===== src/rtl/core/sssd_pkg.sv =====
// Shared types and constants for the sample-set standard deviation block.
// Used by the controller, the datapath, the square root unit and the top level.
// No dependencies.
package sssd_pkg;

    // Default depth of the sample store
    localparam int MAX_SAMPLES_DEF = 1024;

    // Fixed field widths
    localparam int SAMPLE_W = 32;
    localparam int RES_W    = 40;
    localparam int FRAC_W   = 8;
    // Variance is scaled by 2^16 so that its root carries 8 fraction bits
    localparam int VAR_SH   = 16;
    // Scaled variance always fits in 80 bits, its root in 40
    localparam int T_W      = 2 * RES_W;

    // Partial product selected in the squaring steps
    typedef enum logic [1:0] {
        SQ_LO,
        SQ_MID,
        SQ_HI
    } t_sq_step;

    // Commands from the controller to the datapath
    typedef struct packed {
        logic     take;        // store and sum the accepted sample
        logic     n_sq;        // square the count
        logic     n_cube;      // cube the count
        logic     div_mean;    // start divide for the mean
        logic     div_var;     // start divide for the variance
        logic     mean_cap;    // capture the mean quotient
        logic     rd;          // read the store at the pass index
        logic     mul;         // n * x
        logic     dif;         // |n*x - sum|
        logic     sq_en;       // accumulate one partial square
        t_sq_step sq_step;
        logic     idx_next;    // advance the pass index
        logic     sqrt_start;  // start the root on the divider quotient
        logic     out_load;    // load the result register
        logic     clr;         // clear the set for the next one
    } t_cmd;

    // Status from the datapath to the controller
    typedef struct packed {
        logic div_done;
        logic sqrt_done;
        logic idx_last;
    } t_sts;

endpackage


===== src/rtl/core/sssd_ctrl.sv =====
// Controller: sequences loading, the mean divide, the deviation pass,
// the variance divide and the root. Depends on sssd_pkg.
module sssd_ctrl
    import sssd_pkg::*;
(
    input  logic i_clk,
    input  logic i_rst_n,
    input  logic i_in_valid,
    input  logic i_last_sample,
    input  logic i_out_stall,
    input  t_sts i_sts,
    output t_cmd o_cmd,
    output logic o_in_stall,
    output logic o_out_valid
);

    typedef enum logic [3:0] {
        S_LOAD,
        S_SQ_N,
        S_CUBE,
        S_MEAN,
        S_RD,
        S_MUL,
        S_DIF,
        S_SQ0,
        S_SQ1,
        S_SQ2,
        S_VAR,
        S_VWAIT,
        S_SQRT,
        S_DONE
    } t_state;

    t_state r_state;
    t_state n_state;
    logic   r_out_valid;
    logic   out_free;

    assign out_free = !r_out_valid || !i_out_stall;

    // Commands and next state
    always_comb begin
        o_cmd         = '0;
        o_cmd.sq_step = SQ_LO;
        n_state       = r_state;
        case (r_state)
            S_LOAD: begin
                if (i_in_valid) begin
                    o_cmd.take = 1'b1;
                    if (i_last_sample) begin
                        n_state = S_SQ_N;
                    end
                end
            end
            S_SQ_N: begin
                o_cmd.n_sq = 1'b1;
                n_state    = S_CUBE;
            end
            S_CUBE: begin
                o_cmd.n_cube   = 1'b1;
                o_cmd.div_mean = 1'b1;
                n_state        = S_MEAN;
            end
            S_MEAN: begin
                if (i_sts.div_done) begin
                    o_cmd.mean_cap = 1'b1;
                    n_state        = S_RD;
                end
            end
            S_RD: begin
                o_cmd.rd = 1'b1;
                n_state  = S_MUL;
            end
            S_MUL: begin
                o_cmd.mul = 1'b1;
                n_state   = S_DIF;
            end
            S_DIF: begin
                o_cmd.dif = 1'b1;
                n_state   = S_SQ0;
            end
            S_SQ0: begin
                o_cmd.sq_en   = 1'b1;
                o_cmd.sq_step = SQ_LO;
                n_state       = S_SQ1;
            end
            S_SQ1: begin
                o_cmd.sq_en   = 1'b1;
                o_cmd.sq_step = SQ_MID;
                n_state       = S_SQ2;
            end
            S_SQ2: begin
                o_cmd.sq_en    = 1'b1;
                o_cmd.sq_step  = SQ_HI;
                o_cmd.idx_next = 1'b1;
                n_state        = i_sts.idx_last ? S_VAR : S_RD;
            end
            S_VAR: begin
                o_cmd.div_var = 1'b1;
                n_state       = S_VWAIT;
            end
            S_VWAIT: begin
                if (i_sts.div_done) begin
                    o_cmd.sqrt_start = 1'b1;
                    n_state          = S_SQRT;
                end
            end
            S_SQRT: begin
                if (i_sts.sqrt_done) begin
                    n_state = S_DONE;
                end
            end
            S_DONE: begin
                if (out_free) begin
                    o_cmd.out_load = 1'b1;
                    o_cmd.clr      = 1'b1;
                    n_state        = S_LOAD;
                end
            end
            default: begin
                n_state = S_LOAD;
            end
        endcase
    end

    // State and result valid flag
    always_ff @(posedge i_clk) begin
        if (!i_rst_n) begin
            r_state     <= S_LOAD;
            r_out_valid <= 1'b0;
        end else begin
            r_state <= n_state;
            if (o_cmd.out_load) begin
                r_out_valid <= 1'b1;
            end else if (!i_out_stall) begin
                r_out_valid <= 1'b0;
            end
        end
    end

    assign o_in_stall  = r_state != S_LOAD;
    assign o_out_valid = r_out_valid;

endmodule


===== config.mk =====
export PLATFORM = sky130hd
export DESIGN_NAME = sssd_ctrl
export DESIGN_NICKNAME = d
export VERILOG_FILES = /design/src/rtl/core/sssd_pkg.sv /design/src/rtl/core/sssd_ctrl.sv
export SDC_FILE = /design/constraint.sdc
export NUM_CORES = 1
export LEC_CHECK = 0
export BUFFER_PORTS_ARGS = -buffer_cell sky130_fd_sc_hd__buf_2
export CORE_MARGIN = 3
export CORE_UTILIZATION = 25
export CTS_CLUSTER_SIZE = 40
export DETAILED_ROUTE_END_ITERATION = 10
export PLACE_DENSITY_LB_ADDON = 0.3
export SYNTH_ARGS = -nofsm -noshare
export SYNTH_HDL_FRONTEND = slang
export SYNTH_SLANG_ARGS = --single-unit
export TNS_END_PERCENT = 5

===== constraint.sdc =====
create_clock -name i_clk -period 2.4 [get_ports i_clk]
set_input_delay 0.12 -clock i_clk [delete_from_list [all_inputs] [get_ports i_clk]]
set_output_delay 0.12 -clock i_clk [all_outputs]
set_load 0.01 [all_outputs]

* Word level (Yosys, flattened, before mapping) *
Cells that the tools add are included.

word-level totals
  register bits = 5
  output and inout bits = 18
  word-level logic and storage cells = 53
  input bits = 8

operators by class
  equality and inequality tests = 20
  multiplexer cells = 25
  reduce and logical (&&, ||, !) cells = 6

operators by type and width
  cell                count
  $pmux 4 s14         1
  $mux 4              7
  $eq 4x4->1 const B  6
  $eq 4x3->1 const B  4
  $mux 1              13
  $ne 2x2->1 const B  6
  $pmux 3 s3          1
  $eq 4x2->1 const B  2
  $mux 2              3
  $reduce_and 6->1    1
  $eq 4x1->1 const B  1
  $logic_not 4->1     1
  $reduce_bool 4->1   1
  $logic_not 1->1     2
  $ne 2x1->1 const B  1
  $logic_or 1x1->1    1

* Depth between registers and ports, before layout *
Gate-level depths: netlist of the first run.

  depth in word-level cells = 5
  gate-level depth with buffers = 5
  depth with buffers taken out = 4

* Worst setup path after synthesis of the first run *
No wires, ideal clock.

  kind = register to register
  start = register r_state[2]
  end = register r_state[0]
  arrival time = 1243 ps
  required time = 2271 ps
  setup slack = 1028 ps
  setup time = 129 ps
  path buffers = 1
  period minus slack after synthesis = 1372 ps
  stages on the path, launching flop included = 6
  path through = dfxtp_1 buf_6 or4_4 a21oi_2 nor3_2 mux2i_1

between the ends
  word-level cells in the longest chain between the ends = 3
  elaborated cells on any way between the ends = 22
  those cells by class = 19 x eq/ne; 1 x mux; 2 x reduce/logical

ends and longest elaborated chain
  item                                line              RTL
  start: declaration                  sssd_ctrl.sv:34   t_state r_state;
  start signal: assignment            sssd_ctrl.sv:132  r_state <= n_state;
  $eq 4x4->1 (tied with other cells)  sssd_ctrl.sv:46   case (r_state)
  $ne 2x2->1 (no line)                -
  $reduce_and 6->1 (no line)          -

Parallel ways exist; a longest one is shown, timed or not.
A chain may end at the register's enable or synchronous reset.

==> summary.txt, run 1 <==
Clocking
  • Root buffer selected by CTS: sky130_fd_sc_hd__clkbuf_4
  • Count of buffers added by post-CTS timing repair for setup: 0
  • H-tree levels: 1
  • Clock Pin Slew Worst Setup and Hold Paths: 40 ps
  • Count of cells resized by post-cts repair: 0
  • CTS buffer count: 3
  • Insertion delay of the later-clocked pin in the worst-skew pair: 230 ps
  • Sink count of the clock tree: 5
  • Clock Path Buffers: 2
  • CTS tree: built
  • Post-CTS Hold Buffers: 0

Power
  • Total power: 0.0004834 W
  • Worst VDD drop: 0.2364 mV
  • Power per cell area: 809.9 mW/mm^2
  • Reported leakage power: 0.2779 nW

Synth
  • Yosys warning total: 0
  • Flip-flop and latch count after synthesis: 5
  • Commonest register cell after synthesis: sky130_fd_sc_hd__dfxtp_1
  • Share of synthesized flip-flops with an asynchronous set or reset: 0%
  • Post-Syn Instances: 67
  • EDFF count, synth: 0
  • Avg Cell Area, Syn: 7.040 sq um
  • Mapped Area: 471.7 sq um
  • Number of distinct library cells after synthesis: 29
  • Share of synthesized area occupied by flip-flops and latches: 21.22%
  • Post-synth net total: 75

Floorplan
  • Standard-cell row count: 15
  • Die Area: 0.002444 sq mm
  • Core Box Area: 0.001745 sq mm
  • Effective utilization at floorplan: 27.03%
  • Die height: 49.44 microns
  • Die boundary width: 49.44 microns
  • Boundary pin count: 26

Timing
  • Final hold viol count: 0
  • Final total negative setup slack: 0 ps
  • Slew headroom: 62.05%
  • Count of final setup violators: 0
  • Worst slew pin tran: 568.4 ps
  • Tmin final: 1650 ps
  • Max-slew violation count: 0
  • Portion of the clock cycle consumed by the worst path in the final layout: 68.74%
  • Unrepaired setup endpoints after global routing: no
  • Clock skew after layout: 1.478 ps
  • Maximum achievable frequency: 606.1 MHz

Route
  • Antenna-violating nets left: 0
  • Total vias in the final route: 507
  • Number of vias per cell after detailed routing: 4.568
  • DRC viols: 0
  • Number of DRC violations after detailed-routing iteration 0: 7
  • First-pass detailed-route iteration total: 4
  • Wire length reported by the detailed router: 1157 microns
  • Drt wl/cell: 10.42 microns

Critical path
  • Ordered list of cells on the worst path: or4_4 -> nor2_1 -> buf_2
  • Largest stage delay, worst path: 610 ps
  • Required time of the worst setup path: 2280 ps
  • Type of origin of the critical path: flop
  • Critical Path AT: 1530 ps
  • Sort of element at the end of the critical path: primary output
  • Maximum net fanout on the critical path: 17
  • Slowest cell on crit path: sky130_fd_sc_hd__or4_4
  • Critical Setup Path Class: reg2out

Placement
  • Number of input and output port buffers inserted: 25
  • Detailed placer's ending HPWL: 818.9 microns
  • Final Wtd Congestion: 0.6545

GRT
  • GRT Total Usage: 9.500%
  • Largest net degree at the start of global routing: 20
  • Number of global-route vias before repair: 430
  • Initial antenna violation count: 0
  • Wire length of the first global-routing pass: 1869 microns
  • GRT Residual Overflow: 0

Cells and area
  • Area growth, synth to finish: 26.53%
  • Most common cell after layout, fill and taps aside: sky130_fd_sc_hd__buf_2
  • NumNets Final: 95
  • # diodes: 0
  • Most frequent cells in the layout: sky130_fd_sc_hd__buf_2 (25), sky130_fd_sc_hd__nand2_1 (7), sky130_fd_sc_hd__nor3_1 (7), sky130_fd_sc_hd__nor2_1 (7), sky130_fd_sc_hd__dfxtp_1 (5)
  • Fraction of layout cells with a size suffix above 1: 38.37%

Status
  • Status: complete, no violations

Worst hold path
  • Worst Hold Class: in2reg

Run
  • Max-capacitance violation count: 0
-- registers in the layout, indices dropped and copies added, names as in the netlist --
signal / count
o_out_valid: 1
r_state: 4
-- routing by layer --
| metal | track usage, % | share of wire, % |
|---|---|---|
| met1 | 12.11 | 51 |
| met2 | 14.96 | 42 |
| met3 | 0.6116 | 7.0 |
| met4 | 6.912 | 0 |
| met5 | 0 | 0 |
-- worst max-delay path: cells and delay by family, from the launching register on --
family                 cells  cell delay, ps
and+or+nand+nor            2             700
DFF                        1             460
buffers and inverters      1             130
-- path summary, 6_finish.rpt --
check / start / end / slack [ps] / cells past startpoint
setup / recovery: r_state[1]$_SDFFE_PN0P_ / o_cmd[15] / 750 / 3
hold reg to reg: o_out_valid$_SDFFE_PN0P_ / o_out_valid$_SDFFE_PN0P_ / 510 / 2
setup reg to reg: r_state[0]$_SDFFE_PN0P_ / r_state[2]$_SDFFE_PN0P_ / 840 / 4
hold / removal: i_out_stall / o_out_valid$_SDFFE_PN0P_ / 190 / 3
-- area by class of cell --
type	count	area, sq um
well taps	25	31.28
fillers	206	1149
repair buffers	25	125.1
multi-input cells	51	310.3
clock buffers	4	26.28
inverters	1	3.754
flip-flops and latches	5	100.1
-- synth_stat cells, types with 2 or more instances --
library cell,n,area [sq um]
sky130_fd_sc_hd__dfxtp_1,5,100.1
sky130_fd_sc_hd__nor2_1,7,26.28
sky130_fd_sc_hd__buf_1,2,7.510
sky130_fd_sc_hd__nand2b_1,4,25.02
sky130_fd_sc_hd__mux2i_1,3,30.03
sky130_fd_sc_hd__nor3_1,7,35.03
sky130_fd_sc_hd__clkbuf_1,3,11.26
sky130_fd_sc_hd__nor2b_1,2,12.51
sky130_fd_sc_hd__nand3b_1,2,15.01
sky130_fd_sc_hd__nand2_1,7,26.28
sky130_fd_sc_hd__nand3_1,2,10.01
sky130_fd_sc_hd__buf_4,3,22.52
sky130_fd_sc_hd__o22ai_1,2,12.51
sky130_fd_sc_hd__a21oi_1,3,15.01
-- where the power goes --
group | leakage [nW] | internal (W) | switching [W]
Sequential | 0.0408 | 0.000100 | 0.0000719
Combinational | 0.222 | 0.000115 | 0.000103
Clock | 0.0150 | 0.0000626 | 0.0000310
-- per-stage QoR --
stage	area (sq um)	cells	hold slack, ps	util (%)	setup WS [ps]
floorplan	471.7	67	295.9	-	1028
global placement	570.5	107	429.3	32.69	845.8
detailed placement	570.5	107	441.8	32.69	846.1
CTS	596.8	111	193.7	34.19	736.1
global route	596.8	111	216.8	34.19	607.1
finish	596.8	111	188.5	34.19	750.2
-- kinds of logic after synthesis --
group | Yosys count | synth area share (%)
flip-flops | 5 | 21.22
multiplexers | 3 | 6.366
AND/OR/NAND/NOR | 35 | 39.52
buffers and inverters | 11 | 13.00
AO/OA/AOI/OAI | 13 | 19.89
Power figures use the tool's default switching activity.
==> run 2, diff against run 1 <==
ABC_AREA = 1   (was default)
clock period = 1.7 ns   (was 2.4 ns; I/O delays follow)
==> summary.txt, run 2 <==
Status
  • Status: complete, no violations

GRT
  • Number of global-route vias before repair: 535
  • Initial antenna violation count: 0
  • GRT Residual Overflow: 0
  • Largest net degree at the start of global routing: 7
  • GRT Total Usage: 11.06%
  • Wire length of the first global-routing pass: 2132 microns

Clocking
  • Post-CTS Hold Buffers: 0
  • CTS buffer count: 3
  • Sink count of the clock tree: 5
  • Clock Path Buffers: 2
  • H-tree levels: 1
  • Insertion delay of the later-clocked pin in the worst-skew pair: 240 ps
  • CTS tree: built
  • Clock Pin Slew Worst Setup and Hold Paths: 40 ps
  • Count of cells resized by post-cts repair: 0
  • Count of buffers added by post-CTS timing repair for setup: 0
  • Root buffer selected by CTS: sky130_fd_sc_hd__clkbuf_4

Timing
  • Worst slack on hold paths: 72.94 ps
  • Count of final setup violators: 0
  • Max-slew violation count: 0
  • Portion of the clock cycle consumed by the worst path in the final layout: 85.15%
  • Clock skew after layout: 7.604 ps
  • Final total negative setup slack: 0 ps
  • Worst slew pin tran: 324.4 ps
  • Slew headroom: 78.29%
  • Unrepaired setup endpoints after global routing: no
  • Slack of the critical path: 252.5 ps
  • Maximum achievable frequency: 690.8 MHz
  • Tmin final: 1447 ps
  • Final hold viol count: 0

Cells and area
  • Area growth, synth to finish: 33.68%
  • Non-Filler Instances: 143
  • # diodes: 0
  • Number of flip-flops under the largest register name: 4
  • Most common cell after layout, fill and taps aside: sky130_fd_sc_hd__nand2_1
  • Total area of multi-input combinational cells: 270.3 sq um
  • Most frequent cells in the layout: sky130_fd_sc_hd__nand2_1 (28), sky130_fd_sc_hd__buf_2 (25), sky130_fd_sc_hd__inv_1 (18), sky130_fd_sc_hd__nor2_1 (15), sky130_fd_sc_hd__nand3_1 (7)
  • Number of fill cells: 217
  • Register with the highest flop count: r_state
  • Storage element area: 100.1 sq um
  • Fraction of layout cells with a size suffix above 1: 31.36%
  • NumNets Final: 127

Route
  • First-pass detailed-route iteration total: 4
  • Number of vias per cell after detailed routing: 3.993
  • Wire length reported by the detailed router: 1221 microns
  • Antenna-violating nets left: 0
  • DRC viols: 0
  • Number of DRC violations after detailed-routing iteration 0: 7
  • Total vias in the final route: 571
  • Drt wl/cell: 8.538 microns

Synth
  • Most common cell in the netlist: sky130_fd_sc_hd__nand2_1
  • Post-Syn Instances: 92
  • Mapped Area: 475.5 sq um
  • Yosys warning total: 0
  • Post-synth net total: 100
  • EDFF count, synth: 0
  • Multiplexer share of the synthesized area: 0%
  • Synth top area cells: sky130_fd_sc_hd__nand2_1 (22%), sky130_fd_sc_hd__dfxtp_1 (21%), sky130_fd_sc_hd__inv_1 (14%), sky130_fd_sc_hd__nor2_1 (12%), sky130_fd_sc_hd__nand3_1 (7.4%)
  • Largest family of logic cells by synthesized area: simple AND/OR/NAND/NOR gates
  • Flip-flop and latch count after synthesis: 5
  • Share of the synthesized netlist area taken by xor and xnor gates: 0%
  • Top cells by instance count after synthesis: sky130_fd_sc_hd__nand2_1 (28), sky130_fd_sc_hd__inv_1 (18), sky130_fd_sc_hd__nor2_1 (15), sky130_fd_sc_hd__nand3_1 (7), sky130_fd_sc_hd__dfxtp_1 (5)
  • Area fraction of the dominant cell type after synthesis: 22.11%
  • Share of synthesized area occupied by flip-flops and latches: 21.05%
  • Number of distinct library cells after synthesis: 13
  • Post-Synth Adder-Cell Area: 0%
  • Synthesized-area fraction occupied by and/or/nand/nor cells: 48.95%
  • Avg Cell Area, Syn: 5.168 sq um
  • Commonest register cell after synthesis: sky130_fd_sc_hd__dfxtp_1
  • Fraction of the mapped netlist area in compound gates: 7.895%
  • Cell type with the largest total area after synthesis: sky130_fd_sc_hd__nand2_1
  • Share of synthesized flip-flops with an asynchronous set or reset: 0%

Power
  • Relative contribution of sequential cells to total power: 32.3%
  • Worst VDD drop: 0.3089 mV
  • Switch share: 38.06%
  • Power per cell area: 702.7 mW/mm^2
  • Reported leakage power: 0.4514 nW
  • Share of total power in combinational logic: 37.3%
  • Net load switching power: 0.0001700 W
  • Proportion of power drawn by the clock network: 30.4%
  • Total internal power: 0.0002766 W

Floorplan
  • Standard-cell row count: 15
  • Core Box Area: 0.001764 sq mm
  • Die Area: 0.002461 sq mm
  • Die height: 49.61 microns
  • Boundary pin count: 26
  • Effective utilization at floorplan: 26.95%
  • Die boundary width: 49.61 microns

Critical path
  • Critical Path AT: 1360 ps
  • Critical path destination: o_cmd[6]
  • Endpoint of the lowest-slack register-to-register path: r_state[2]$_SDFFE_PN0P_
  • Reg-to-Reg Start: r_state[2]$_SDFFE_PN0P_
  • Type of origin of the critical path: flop
  • Required time of the worst setup path: 1620 ps
  • Worst setup path startpoint: r_state[1]$_SDFFE_PN0P_
  • Number of cells on the worst reg-to-reg path: 6
  • Critical Setup Path Class: reg2out
  • Maximum net fanout on the critical path: 6
  • Sort of element at the end of the critical path: primary output
  • R2r setup slk: 490 ps

Placement
  • Detailed placer's ending HPWL: 1050 microns
  • Final Wtd Congestion: 0.8157
  • Placed cell count: 139
  • Worst slack at placement: 505.7 ps
  • Number of input and output port buffers inserted: 25

Worst hold path
  • Number of cells on the worst hold path: 3
  • Worst Hold Class: in2reg

Run
  • Max-capacitance violation count: 0
[run 2: power by group through the flow]
stage	clock network, W	logic (W)	registers [W]
finish	0.000136	0.000167	0.000144
global route	0.000154	0.000193	0.000146
CTS	0.000142	0.000168	0.000144
detailed placement	0	0.000168	0.000146
global placement	0	0.000169	0.000146
floorplan	0	0.000119	0.000143
[run 2: critical path, stage by stage (launching register included)]
cell	delay [ps]
sky130_fd_sc_hd__dfxtp_1	440
sky130_fd_sc_hd__nor2_2	120
sky130_fd_sc_hd__nand2_1	100
sky130_fd_sc_hd__nand2_1	70
sky130_fd_sc_hd__or2_2	260
sky130_fd_sc_hd__buf_2	140
[run 2: stage by stage]
step | utilization (%) | area, sq um | total power (W)
CTS | 36.03 | 635.6 | 0.0004540
global route | 36.03 | 635.6 | 0.0004941
finish | 36.03 | 635.6 | 0.0004466
global placement | 34.54 | 609.3 | 0.0003151
detailed placement | 34.54 | 609.3 | 0.0003137
floorplan | - | 475.5 | 0.0002617
[run 2: metal layers]
| metal | vias up | part of all wire, % | global-route usage [%] |
|---|---|---|---|
| li1 | 320 | - | - |
| met1 | 234 | 45 | 12.61 |
| met2 | 15 | 49 | 18.06 |
| met3 | 2 | 6.0 | 3.927 |
| met4 | 0 | 0.74 | 5.530 |
| met5 | - | 0 | 0 |
[run 2: worst min-delay path by stage]
stage	slack (ps)	to	startpoint
2_1_floorplan	180	r_state[1]$_SDFFE_PN0P_	i_rst_n
3_3_place_gp	310	r_state[1]$_SDFFE_PN0P_	i_rst_n
3_5_place_dp	310	r_state[1]$_SDFFE_PN0P_	i_rst_n
4_1_cts	60	r_state[1]$_SDFFE_PN0P_	i_rst_n
5_1_grt	90	r_state[1]$_SDFFE_PN0P_	i_rst_n
6_report	70	r_state[1]$_SDFFE_PN0P_	i_rst_n
[run 2: kinds of logic (layout without fill, tap and decap cells)]
logic type	Yosys count	in the layout
and+or+nand+nor	55	55
buffers and inverters	25	51
AOI/OAI and AO/OA	7	7
DFF	5	5
[run 2: cell type report]
cell class,instances,share of cell area (%)
flip-flops and latches,5,15.75
repair buffers,25,19.69
clock buffers,4,4.134
inverters,22,12.99
well taps,25,4.921
multi-input cells,62,42.52
==> run 3, diff against run 2 <==
CTS_BUF_LIST = sky130_fd_sc_hd__clkbuf_4 sky130_fd_sc_hd__clkbuf_8   (was default)
==> summary.txt, run 3 (synthesized netlist as in run 2, its figures left out) <==
Timing
  • Slack of the critical path: 254.1 ps
  • Final total negative setup slack: 0 ps
  • Final hold viol count: 0
  • Slew headroom: 78.00%
  • Worst slew pin tran: 328.8 ps
  • Portion of the clock cycle consumed by the worst path in the final layout: 85.05%
  • Max-slew violation count: 0
  • Tmin final: 1446 ps
  • Count of final setup violators: 0
  • Unrepaired setup endpoints after global routing: no
  • Worst slack on hold paths: 71.64 ps
  • Clock skew after layout: 6.494 ps
  • Maximum achievable frequency: 691.6 MHz

Critical path
  • Slowest cell on crit path: sky130_fd_sc_hd__dfxtp_1
  • Required time of the worst setup path: 1620 ps
  • Type of origin of the critical path: flop
  • R2r setup slk: 490 ps
  • Sort of element at the end of the critical path: primary output
  • Maximum net fanout on the critical path: 6
  • Largest stage delay, worst path: 440 ps
  • Ordered list of cells on the worst path: nor2_2 -> nand2_1 -> nand2_1 -> or2_2 -> buf_2
  • Endpoint of the lowest-slack register-to-register path: r_state[2]$_SDFFE_PN0P_
  • Reg-to-Reg Start: r_state[2]$_SDFFE_PN0P_
  • Critical path's most frequent cell: sky130_fd_sc_hd__nand2_1
  • Number of cells on the worst reg-to-reg path: 6
  • Critical Setup Path Class: reg2out
  • Critical Path AT: 1360 ps

Placement
  • Detailed placer's ending HPWL: 1050 microns
  • Final Wtd Congestion: 0.8157
  • Number of input and output port buffers inserted: 25
  • Worst slack at placement: 505.7 ps

Power
  • Switch share: 36.68%
  • Power per cell area: 722.5 mW/mm^2
  • Proportion of power drawn by the clock network: 32.7%
  • Share of total power in combinational logic: 36.1%
  • Reported leakage power: 0.4548 nW
  • Total internal power: 0.0002925 W
  • Relative contribution of sequential cells to total power: 31.2%
  • Total power: 0.0004619 W
  • Worst VDD drop: 0.3623 mV
  • Net load switching power: 0.0001694 W

Floorplan
  • Effective utilization at floorplan: 26.95%
  • Die Area: 0.002461 sq mm
  • Boundary pin count: 26
  • Die boundary width: 49.61 microns
  • Core Box Area: 0.001764 sq mm
  • Standard-cell row count: 15
  • Die height: 49.61 microns

Route
  • Total vias in the final route: 570
  • Wire length reported by the detailed router: 1214 microns
  • DRC viols: 0
  • Number of vias per cell after detailed routing: 3.986
  • Antenna-violating nets left: 0
  • First-pass detailed-route iteration total: 4
  • Drt wl/cell: 8.490 microns
  • Number of DRC violations after detailed-routing iteration 0: 7

Clocking
  • Count of buffers added by post-CTS timing repair for setup: 0
  • Sink count of the clock tree: 5
  • CTS buffer count: 3
  • Clock Pin Slew Worst Setup and Hold Paths: 40 ps
  • H-tree levels: 1
  • Count of cells resized by post-cts repair: 0
  • Clock Path Buffers: 2
  • Insertion delay of the later-clocked pin in the worst-skew pair: 240 ps
  • Post-CTS Hold Buffers: 0
  • CTS tree: built
  • Root buffer selected by CTS: sky130_fd_sc_hd__clkbuf_4

Worst hold path
  • Worst Hold Path EP: r_state[1]$_SDFFE_PN0P_
  • Launch point of the worst hold path: i_rst_n
  • Number of cells on the worst hold path: 3
  • Worst Hold Class: in2reg

Status
  • Status: complete, no violations

Cells and area
  • Fraction of layout cells with a size suffix above 1: 32.20%
  • NumNets Final: 127
  • Register with the highest flop count: r_state
  • Most common cell after layout, fill and taps aside: sky130_fd_sc_hd__nand2_1
  • Most frequent cells in the layout: sky130_fd_sc_hd__nand2_1 (28), sky130_fd_sc_hd__buf_2 (25), sky130_fd_sc_hd__inv_1 (18), sky130_fd_sc_hd__nor2_1 (15), sky130_fd_sc_hd__nand3_1 (7)
  • Number of flip-flops under the largest register name: 4
  • Area growth, synth to finish: 34.47%
  • # diodes: 0

GRT
  • GRT Total Usage: 10.94%
  • Number of global-route vias before repair: 533
  • GRT Residual Overflow: 0
  • Largest net degree at the start of global routing: 7
  • Wire length of the first global-routing pass: 2132 microns
  • Initial antenna violation count: 0

Run
  • Max-capacitance violation count: 0
-- run 3: cell types whose count changed in the layout (fill, tap and decap cells not counted) --
cell                       change
sky130_fd_sc_hd__clkbuf_1      -1
sky130_fd_sc_hd__clkbuf_4      +1
-- run 3: area by class of cell --
class                           instances  area (sq um)
Timing Repair Buffer                   25         125.1
Sequential cell                         5         100.1
Fill cell                             215          1125
Multi-Input combinational cell         62         270.3
Tap cell                               25         31.28
Clock buffer                            4         30.03
Inverter                               22         82.58
-- run 3: power by group through the flow --
stage | logic (W) | registers [W] | clock network (W)
3_3_place_gp | 0.000169 | 0.000146 | 0
5_1_grt | 0.000193 | 0.000146 | 0.000170
3_5_place_dp | 0.000168 | 0.000146 | 0
6_report | 0.000167 | 0.000144 | 0.000151
2_1_floorplan | 0.000119 | 0.000143 | 0
4_1_cts | 0.000168 | 0.000144 | 0.000157
-- run 3: per-stage QoR --
stage                     cell area, sq um  util [%]  instances
after floorplan                      475.5         -         92
after global placement               609.3     34.54        139
after detailed placement             609.3     34.54        139
after CTS                            639.4     36.24        143
after global routing                 639.4     36.24        143
final                                639.4     36.24        143
-- run 3: how the worst max path moves through the flow --
| stage | start | to | depth (start not counted) |
|---|---|---|---|
| CTS | r_state[1]$_SDFFE_PN0P_ | o_cmd[6] | 5 |
| floorplan | r_state[0]$_SDFFE_PN0P_ | r_state[2]$_SDFFE_PN0P_ | 8 |
| finish | r_state[1]$_SDFFE_PN0P_ | o_cmd[6] | 5 |
| global route | r_state[1]$_SDFFE_PN0P_ | o_cmd[6] | 5 |
| global placement | r_state[1]$_SDFFE_PN0P_ | r_state[2]$_SDFFE_PN0P_ | 6 |
| detailed placement | r_state[1]$_SDFFE_PN0P_ | r_state[2]$_SDFFE_PN0P_ | 6 |
-- run 3: critical path, delay by kind of cell, from the launching register on --
kind	cells	cell delay [ps]
buf+inv	1	140
simple gates	4	550
flops	1	440
-- run 3: layer usage --
metal,vias to the layer above,wire length (microns),GRT usage [%]
met1,233,545,12.61
met3,2,73,3.927
li1,320,-,-
met4,0,9,4.147
met2,15,586,18.28
met5,-,0,0
